==> config.mk <==
export PLATFORM = sky130hd
export DESIGN_NAME = temperature_median_mean
export DESIGN_NICKNAME = d
export VERILOG_FILES = /design/src/rtl/core/tmm_pkg.sv /design/src/rtl/core/temperature_median_mean.sv /design/src/rtl/core/tmm_ram.sv
export SDC_FILE = /design/constraint.sdc
export NUM_CORES = 2
export LEC_CHECK = 0
export BUFFER_PORTS_ARGS = -buffer_cell sky130_fd_sc_hd__buf_2
export CAP_MARGIN = 20
export CORE_AREA = 5 5 738 374
export CTS_CLUSTER_DIAMETER = 200
export CTS_CLUSTER_SIZE = 10
export DETAILED_ROUTE_END_ITERATION = 8
export DIE_AREA = 0 0 743 379
export GPL_TIMING_DRIVEN = 0
export PLACE_DENSITY = 0.7
export SLEW_MARGIN = 15
export SYNTH_ARGS = -nofsm -noshare
export SYNTH_HDL_FRONTEND = slang
export SYNTH_SLANG_ARGS = --single-unit
==> constraint.sdc <==
create_clock -name clk -period 8.7 [get_ports clk]
set_input_delay 0.87 -clock clk [delete_from_list [all_inputs] [get_ports clk]]
set_output_delay 0.87 -clock clk [all_outputs]
set_load 0.02 [all_outputs]
==> src/rtl/core/tmm_pkg.sv <==
// Shared types, widths and codes for the temperature median/mean block.
`timescale 1ns / 1ps

package tmm_pkg;

  // Sample store size and derived widths
  localparam int CAPACITY = 256;
  localparam int ADDR_W   = (CAPACITY > 1) ? $clog2(CAPACITY) : 1;
  localparam int CNT_W    = $clog2(CAPACITY + 1);

  // Field widths
  localparam int TEMP_W    = 13;
  localparam int HOUR_W    = 5;
  localparam int SCALE_W   = 8;
  localparam int STATUS_W  = 3;
  localparam int CFG_IDX_W = 1;
  localparam int SUM_W     = TEMP_W + ADDR_W;
  localparam int BIT_W     = $clog2(TEMP_W);
  localparam int STEP_W    = $clog2(SUM_W);

  // Celsius to Fahrenheit: num = 9*C + 32*16*5, then /5 rounded half away
  localparam int NUM_W       = 17;
  localparam int X_W         = 16;
  localparam int Q_W         = 14;
  localparam int FAHR_OFFSET = 2560;
  localparam int RECIP_W     = 16;
  localparam int RECIP_SHIFT = 18;
  localparam logic [RECIP_W-1:0] RECIP_5 = 16'd52429;

  localparam logic [HOUR_W-1:0]  HOUR_MAX = 5'd23;
  localparam logic [SCALE_W-1:0] SCALE_C  = 8'd99;
  localparam logic [SCALE_W-1:0] SCALE_F  = 8'd102;

  typedef logic signed [TEMP_W-1:0] temp_t;

  localparam temp_t TEMP_MAX       = 13'sd4095;
  localparam temp_t TEMP_MIN       = -13'sd4096;
  localparam temp_t LOW_LIMIT_RST  = -13'sd704;
  localparam temp_t HIGH_LIMIT_RST = 13'sd1728;

  // Configuration register indexes
  localparam logic [CFG_IDX_W-1:0] REG_LOW_LIMIT  = 1'd0;
  localparam logic [CFG_IDX_W-1:0] REG_HIGH_LIMIT = 1'd1;

  // Result status codes
  localparam logic [STATUS_W-1:0] ST_ACCEPTED  = 3'd0;
  localparam logic [STATUS_W-1:0] ST_BAD_HOUR  = 3'd1;
  localparam logic [STATUS_W-1:0] ST_RANGE     = 3'd2;
  localparam logic [STATUS_W-1:0] ST_BAD_SCALE = 3'd3;
  localparam logic [STATUS_W-1:0] ST_STATS     = 3'd4;
  localparam logic [STATUS_W-1:0] ST_OVERFLOW  = 3'd5;

  typedef enum logic [2:0] {
    S_IDLE,
    S_CHECK,
    S_CONV,
    S_STORE,
    S_SCAN,
    S_DIV,
    S_RESP
  } tmm_state_t;

endpackage

==> src/rtl/core/temperature_median_mean.sv <==
// Top level: checks temperature readings, keeps the set, reports median and mean.
`timescale 1ns / 1ps

// Usage
// - Input channel (in_valid/in_ready): one reading per request (hour, temperature,
//   scale, last). in_ready is high only while the sequencer is idle.
// - Output channel (out_valid/out_ready): exactly one result per reading, held
//   in an output register until taken. The next reading is taken while a result
//   still waits; that reading then parks in the response state until the output
//   register frees up.
// - Config channel (cfg_valid/cfg_ready/cfg_index/cfg_data): cfg_ready is always
//   high; index 0 writes low_limit, index 1 writes high_limit. Write only when idle.
// Sequence
// - Error reading: S_CHECK, then S_RESP. Accepted, not last: S_CHECK, S_CONV,
//   S_STORE, S_RESP. Last reading of a set: S_STORE, S_SCAN, S_DIV, S_RESP.
//   The median is found by a 13-pass bitwise search over the store; each pass
//   reads every stored sample once through the single RAM read port. The mean
//   then comes from a 21-step restoring divider, one quotient bit per cycle.
// - in_ready returns the cycle after the result is loaded, so a new request waits
//   until the previous reading is through, plus any wait on the output register.
// Reset clears the set (count and running sum) and restores the default limits;
// the sample store itself is not cleared, only entries of the current set are read.
// A stalled receiver holds the result; the block waits in its response state.
module temperature_median_mean (
  input  logic                             clk,
  input  logic                             rst,
  input  logic                             in_valid,
  output logic                             in_ready,
  input  logic [tmm_pkg::HOUR_W-1:0]       hour,
  input  tmm_pkg::temp_t                   temperature,
  input  logic [tmm_pkg::SCALE_W-1:0]      scale,
  input  logic                             last,
  output logic                             out_valid,
  input  logic                             out_ready,
  output logic [tmm_pkg::STATUS_W-1:0]     status,
  output tmm_pkg::temp_t                   median,
  output tmm_pkg::temp_t                   mean,
  output logic [tmm_pkg::CNT_W-1:0]        sample_count,
  input  logic                             cfg_valid,
  output logic                             cfg_ready,
  input  logic [tmm_pkg::CFG_IDX_W-1:0]    cfg_index,
  input  tmm_pkg::temp_t                   cfg_data
);

  import tmm_pkg::*;

  tmm_state_t state, state_next;

  // Configuration and set state
  temp_t                    low_limit, high_limit;
  logic [CNT_W-1:0]         stored_count;
  logic signed [SUM_W-1:0]  running_sum;

  // Captured request
  logic [HOUR_W-1:0]        hour_q;
  temp_t                    temp_q;
  logic [SCALE_W-1:0]       scale_q;
  logic                     last_q;

  // Conversion pipeline
  logic [X_W-1:0]           conv_x;
  logic                     conv_neg;
  logic                     is_celsius;
  temp_t                    val_q;

  // Staged result, loaded into the output register in S_RESP
  logic [STATUS_W-1:0]      resp_status;
  temp_t                    resp_median;
  temp_t                    resp_mean;
  logic [CNT_W-1:0]         resp_count;

  // Shared sequencer registers
  logic [STEP_W-1:0]        step;
  logic [CNT_W-1:0]         idx;
  logic                     pend;
  logic [CNT_W-1:0]         le_cnt;
  logic [TEMP_W-1:0]        med_r;
  logic [CNT_W-1:0]         rem;
  logic [SUM_W-1:0]         quo;
  logic                     sum_neg;

  // Control
  logic                     in_fire;
  logic                     ram_we;
  logic                     load_out;

  // ---------------------------------------------------------------------
  // Reading checks, in priority order: hour, raw range, scale, store full
  // ---------------------------------------------------------------------
  logic [STATUS_W-1:0] chk_status;

  always_comb begin
    if (hour_q > HOUR_MAX) begin
      chk_status = ST_BAD_HOUR;
    end else if (temp_q < low_limit || temp_q > high_limit) begin
      chk_status = ST_RANGE;
    end else if (scale_q != SCALE_C && scale_q != SCALE_F) begin
      chk_status = ST_BAD_SCALE;
    end else if (stored_count >= CNT_W'(CAPACITY)) begin
      chk_status = ST_OVERFLOW;
    end else begin
      chk_status = ST_ACCEPTED;
    end
  end

  // 9*C + offset, then magnitude + 2 for round half away from zero
  logic signed [NUM_W-1:0] t_ext, num, num_abs;

  assign t_ext   = NUM_W'(temp_q);
  assign num     = (t_ext <<< 3) + t_ext + NUM_W'(FAHR_OFFSET);
  assign num_abs = num[NUM_W-1] ? -num : num;

  // Divide by 5 through the reciprocal, then saturate to the 13-bit range
  logic [X_W+RECIP_W-1:0] prod;
  logic [Q_W-1:0]         q_mag;
  temp_t                  conv_val;

  assign prod  = conv_x * RECIP_5;
  assign q_mag = prod[RECIP_SHIFT+Q_W-1:RECIP_SHIFT];

  always_comb begin
    if (conv_neg) begin
      conv_val = (q_mag > Q_W'(-int'(TEMP_MIN))) ? TEMP_MIN : -temp_t'(q_mag[TEMP_W-1:0]);
    end else begin
      conv_val = (q_mag > Q_W'(TEMP_MAX)) ? TEMP_MAX : temp_t'(q_mag[TEMP_W-1:0]);
    end
  end

  // ---------------------------------------------------------------------
  // Sample store
  // ---------------------------------------------------------------------
  logic [TEMP_W-1:0] rd_data;
  logic              issue;

  assign issue = (idx < stored_count);

  tmm_ram #(
    .WIDTH (TEMP_W),
    .DEPTH (CAPACITY)
  ) u_store (
    .clk   (clk),
    .we    (ram_we),
    .waddr (stored_count[ADDR_W-1:0]),
    .wdata (val_q),
    .raddr (idx[ADDR_W-1:0]),
    .rdata (rd_data)
  );

  // ---------------------------------------------------------------------
  // Median search: offset-binary values, one result bit per pass.
  // Bit b stays 0 when more than count/2 samples are <= prefix with bit b
  // clear and all lower bits set.
  // ---------------------------------------------------------------------
  logic [TEMP_W-1:0] trial;
  logic [TEMP_W-1:0] rd_u;
  logic              pass_done;
  logic              bit_zero;

  assign trial     = med_r | ((TEMP_W'(1) << step[BIT_W-1:0]) - TEMP_W'(1));
  assign rd_u      = {~rd_data[TEMP_W-1], rd_data[TEMP_W-2:0]};
  assign pass_done = !issue && !pend;
  assign bit_zero  = le_cnt > (stored_count >> 1);

  // ---------------------------------------------------------------------
  // Restoring divider step for the mean
  // ---------------------------------------------------------------------
  logic [CNT_W:0]    rem_try;
  logic              div_ge;
  logic [CNT_W-1:0]  rem_next;
  logic [SUM_W-1:0]  quo_next;
  temp_t             mean_fin;

  assign rem_try  = {rem, quo[SUM_W-1]};
  assign div_ge   = rem_try >= (CNT_W+1)'(stored_count);
  assign rem_next = div_ge ? CNT_W'(rem_try - (CNT_W+1)'(stored_count)) : CNT_W'(rem_try);
  assign quo_next = {quo[SUM_W-2:0], div_ge};
  assign mean_fin = sum_neg ? -temp_t'(quo_next[TEMP_W-1:0]) : temp_t'(quo_next[TEMP_W-1:0]);

  // ---------------------------------------------------------------------
  // Sequencer: next state
  // ---------------------------------------------------------------------
  always_comb begin
    state_next = state;
    unique case (state)
      S_IDLE: begin
        if (in_valid) begin
          state_next = S_CHECK;
        end
      end
      S_CHECK: begin
        state_next = (chk_status == ST_ACCEPTED) ? S_CONV : S_RESP;
      end
      S_CONV: begin
        state_next = S_STORE;
      end
      S_STORE: begin
        state_next = last_q ? S_SCAN : S_RESP;
      end
      S_SCAN: begin
        if (pass_done && step == '0) begin
          state_next = S_DIV;
        end
      end
      S_DIV: begin
        if (step == '0) begin
          state_next = S_RESP;
        end
      end
      S_RESP: begin
        if (!out_valid || out_ready) begin
          state_next = S_IDLE;
        end
      end
      default: state_next = S_IDLE;
    endcase
  end

  // Sequencer: control outputs
  always_comb begin
    in_ready = 1'b0;
    ram_we   = 1'b0;
    load_out = 1'b0;
    unique case (state)
      S_IDLE:  in_ready = 1'b1;
      S_STORE: ram_we   = 1'b1;
      S_RESP:  load_out = !out_valid || out_ready;
      default: ;
    endcase
  end

  assign in_fire   = in_valid && in_ready;
  assign cfg_ready = 1'b1;

  // ---------------------------------------------------------------------
  // Control registers
  // ---------------------------------------------------------------------
  always_ff @(posedge clk) begin
    if (rst) begin
      state        <= S_IDLE;
      out_valid    <= 1'b0;
      low_limit    <= LOW_LIMIT_RST;
      high_limit   <= HIGH_LIMIT_RST;
      stored_count <= '0;
      running_sum  <= '0;
    end else begin
      state <= state_next;

      if (load_out) begin
        out_valid <= 1'b1;
      end else if (out_ready) begin
        out_valid <= 1'b0;
      end

      if (cfg_valid) begin
        unique case (cfg_index)
          REG_LOW_LIMIT:  low_limit  <= cfg_data;
          REG_HIGH_LIMIT: high_limit <= cfg_data;
          default: ;
        endcase
      end

      // Any error or overflow discards the set
      if (state == S_CHECK && chk_status != ST_ACCEPTED) begin
        stored_count <= '0;
        running_sum  <= '0;
      end else if (state == S_STORE) begin
        stored_count <= stored_count + CNT_W'(1);
        running_sum  <= running_sum + SUM_W'(val_q);
      end else if (state == S_DIV && step == '0) begin
        stored_count <= '0;
        running_sum  <= '0;
      end
    end
  end

  // ---------------------------------------------------------------------
  // Datapath registers
  // ---------------------------------------------------------------------
  always_ff @(posedge clk) begin
    if (in_fire) begin
      hour_q  <= hour;
      temp_q  <= temperature;
      scale_q <= scale;
      last_q  <= last;
    end

    case (state)
      S_CHECK: begin
        conv_x      <= X_W'(num_abs) + X_W'(2);
        conv_neg    <= num[NUM_W-1];
        is_celsius  <= (scale_q == SCALE_C);
        resp_status <= chk_status;
        resp_median <= '0;
        resp_mean   <= '0;
        resp_count  <= '0;
      end
      S_CONV: begin
        val_q <= is_celsius ? conv_val : temp_q;
      end
      S_STORE: begin
        resp_status <= ST_ACCEPTED;
        resp_count  <= stored_count + CNT_W'(1);
        step        <= STEP_W'(TEMP_W - 1);
        idx         <= '0;
        pend        <= 1'b0;
        le_cnt      <= '0;
        med_r       <= '0;
      end
      S_SCAN: begin
        if (issue) begin
          idx <= idx + CNT_W'(1);
        end
        pend <= issue;
        if (pend) begin
          le_cnt <= le_cnt + CNT_W'(rd_u <= trial);
        end
        if (pass_done) begin
          if (!bit_zero) begin
            med_r[step[BIT_W-1:0]] <= 1'b1;
          end
          idx    <= '0;
          le_cnt <= '0;
          if (step == '0) begin
            // Set up the divider on the magnitude of the sum
            step    <= STEP_W'(SUM_W - 1);
            rem     <= '0;
            quo     <= running_sum[SUM_W-1] ? SUM_W'(-running_sum) : SUM_W'(running_sum);
            sum_neg <= running_sum[SUM_W-1];
          end else begin
            step <= step - STEP_W'(1);
          end
        end
      end
      S_DIV: begin
        rem <= rem_next;
        quo <= quo_next;
        if (step == '0) begin
          resp_status <= ST_STATS;
          resp_median <= {~med_r[TEMP_W-1], med_r[TEMP_W-2:0]};
          resp_mean   <= mean_fin;
        end else begin
          step <= step - STEP_W'(1);
        end
      end
      default: ;
    endcase

    if (load_out) begin
      status       <= resp_status;
      median       <= resp_median;
      mean         <= resp_mean;
      sample_count <= resp_count;
    end
  end

endmodule

==> src/rtl/core/tmm_ram.sv <==
// Generic single-write, single-read RAM with registered read data.
`timescale 1ns / 1ps

module tmm_ram #(
  parameter int WIDTH = 8,
  parameter int DEPTH = 256
) (
  input  logic                                      clk,
  input  logic                                      we,
  input  logic [((DEPTH > 1) ? $clog2(DEPTH) : 1)-1:0] waddr,
  input  logic [WIDTH-1:0]                          wdata,
  input  logic [((DEPTH > 1) ? $clog2(DEPTH) : 1)-1:0] raddr,
  output logic [WIDTH-1:0]                          rdata
);

  logic [WIDTH-1:0] mem [DEPTH];

  always_ff @(posedge clk) begin
    if (we) begin
      mem[waddr] <= wdata;
    end
    rdata <= mem[raddr];
  end

endmodule

==> impl_metrics.ini <==
[outcome]
status = finished, final reports clean

[die]
start_util_pct = 54.7
die_area_sq_um = 282000
coreArea_sq_um = 269000
dieHeight_um = 379
fp-row-count = 135
die_w_um = 743
io_pins = 87

[hold_path]
hold_class = primary input to register

[global_routing]
grt_pass1_wl_um = 622000
gr-total-overflow = 0
grt_pass1_vias = 76700
antenna_found_initial = 38
grt_use_total_pct = 32.2
grt_start_max_net_pins = 33

[worst_setup_path]
cp_slowest_stage_delay_ns = 0.58
cp.required_ns = 9.36
crit_chain = ha_1, xor2_1, ha_1, fa_1, inv_1, fa_1, inv_1, fa_1, inv_1, fa_1, inv_1, ha_1, buf_2, a21o_1, a21o_1, a2111oi_0, o21bai_1, o41ai_4, o21bai_1, mux2i_2, a31oi_1, nand2_1, o221a_1
crit_fanout = 10
path_class = register to register
critPathArrivalTime_ns = 8.08
crit_family = adder cells
path_buf_inv = 5
worstSetupEndpointType = register
cp-start-kind = register
slowest_stage = edfxtp_1

[sta]
slew_viol_final = 0
grt_setup_unrepaired = no
worst_pin_slew_ns = 1.35
fin_skew_ns = 0.0664
whs_ns = 0.130
fin_crit_ns = 7.43
relSlewSlack_pct = 9.92
fmax_ghz = 0.135
finalWorstSetupSlack_ns = 1.27
final-hold-violation-count = 0
period_share_pct = 85.4
setup_viol = 0

[clock_network]
numCtsBuffers = 401
clk_pin_slew_worst_paths_ns = 0.07
cts_setup_buffers = 0
cts_max_level = 5
cts_repair_resize_count = 0
clock_sinks = 3600
hold_buffers = 0
cts_buffer_depth = 4
cts_tree = yes
cts_root_buffer = clkbuf_16
clkLatencyLatePin_ns = 0.94

[synthesis]
ys_seq_area_share_pct = 72.9
synth_adder_area_share_pct = 3.29
synth_top_family_by_area = multiplexers
synth_edf_count = 3527
synth_xor_area_share_pct = 0.768
synth_cell_types = 85
synthFlopType = edfxtp_1
syn-mean-instance-area_sq_um = 20.9
synth_simple_gate_area_share_pct = 2.67
synthArstFlopShare_pct = 0
syn-num-nets = 7432
muxShareOfSynthArea_pct = 17.0
syn-cell-area_sq_um = 147000
synth_compound_area_share_pct = 1.88
synthCells = 7048
yosysWarnings = 0
synth-seq-cells = 3600

[route]
wl_per_cell_um = 39.0
num_vias = 81700
ant_nets = 0
wl_um = 454000
drt_first_pass_iters = 6
post_drt_via_cell_ratio = 7.03
drc = 0
drt_iter0_markers = 15600

[cells_and_area]
area_growth_pct = 15.1
layout.nets = 8251
final_common_cell = edfxtp_1
layout_common_cells = edfxtp_1 (3527), mux4_2 (1102), clkbuf_16 (407)
drive_gt1_share_pct = 29.7

[placement]
gp_congestion = 0.954
post-place-ws_ns = 1.42
hpwl_um = 327000
port_buffers = 82

[run]
max-cap-violations = 0
## flip-flops by register name, indices dropped and copies added, names as in the netlist, 16 cells and up
register / cells
conv_x: 16
running_sum: 21
quo: 21
u_store.mem: 3328
## synthesized netlist by cell type (28+ instances only)
| cell type | n | area, sq um |
|---|---|---|
| o211ai_1 | 28 | 210 |
| nand2_1 | 172 | 646 |
| xor2_1 | 67 | 587 |
| o21ai_0 | 82 | 410 |
| ha_1 | 256 | 3200 |
| edfxtp_1 | 3527 | 106000 |
| inv_1 | 230 | 863 |
| nor2b_1 | 29 | 181 |
| a21oi_1 | 118 | 591 |
| fa_1 | 82 | 1640 |
| xnor2_1 | 62 | 543 |
| a21o_1 | 33 | 248 |
| mux4_2 | 1102 | 24800 |
| buf_1 | 99 | 372 |
| nor2_1 | 430 | 1610 |
| clkbuf_1 | 224 | 841 |
| dfxtp_1 | 73 | 1460 |
| nand3_1 | 51 | 255 |
## metal layers
layer | GRT usage (%) | up-vias | share of wire (%)
li1 | - | 30600 | -
met1 | 48.7 | 42800 | 38
met2 | 39.5 | 7413 | 38
met3 | 18.5 | 860 | 20
met4 | 8.46 | 30 | 3.0
met5 | 1.15 | - | 0.10
## stage by stage
step | utilization [%] | cell area (sq um) | setup TNS, ns | std cells
floorplan | - | 147000 | 0 | 7048
global placement | 56.5 | 152000 | -20.54 | 10800
detailed placement | 58.8 | 158000 | 0 | 11100
CTS | 62.8 | 169000 | 0 | 11600
global route | 62.9 | 169000 | 0 | 11600
finish | 62.9 | 169000 | 0 | 11600
## final cells by class
type                            count  area (sq um)
Antenna cell                       31          77.6
Buffer                            343          1470
Clock buffer                      488         10500
Clock inverter                     14           186
Fill cell                       17600         99700
Inverter                          232           871
Multi-Input combinational cell   2873         38300
Sequential cell                  3600        107000
Tap cell                         3630          4540
Timing Repair Buffer              416          6080
## cell families (layout without fill, tap and decap cells)
logic type / after synthesis / after routing
compound gates: 420 / 420
other cells: 1 / 32
mux: 1116 / 1116
buf+inv: 575 / 1493
simple gates: 869 / 869
fa+ha+maj: 338 / 338
flops: 3600 / 3600
xor+xnor: 129 / 129
## path summary, 6_finish.rpt
kind | startpoint | endpoint | slack (ns) | depth (start not counted)
worst min register to register | resp_status[0] | status[0] | 0.42 | 0
worst min-delay path | temperature[10] | temp_q[10] | 0.13 | 1
worst max-delay path | conv_x[5] | val_q[11] | 1.27 | 23
worst max register to register | conv_x[5] | val_q[11] | 1.27 | 23
Power is not shown: default switching activity piles up to over one toggle a cycle in this logic, so the estimate is an artifact.
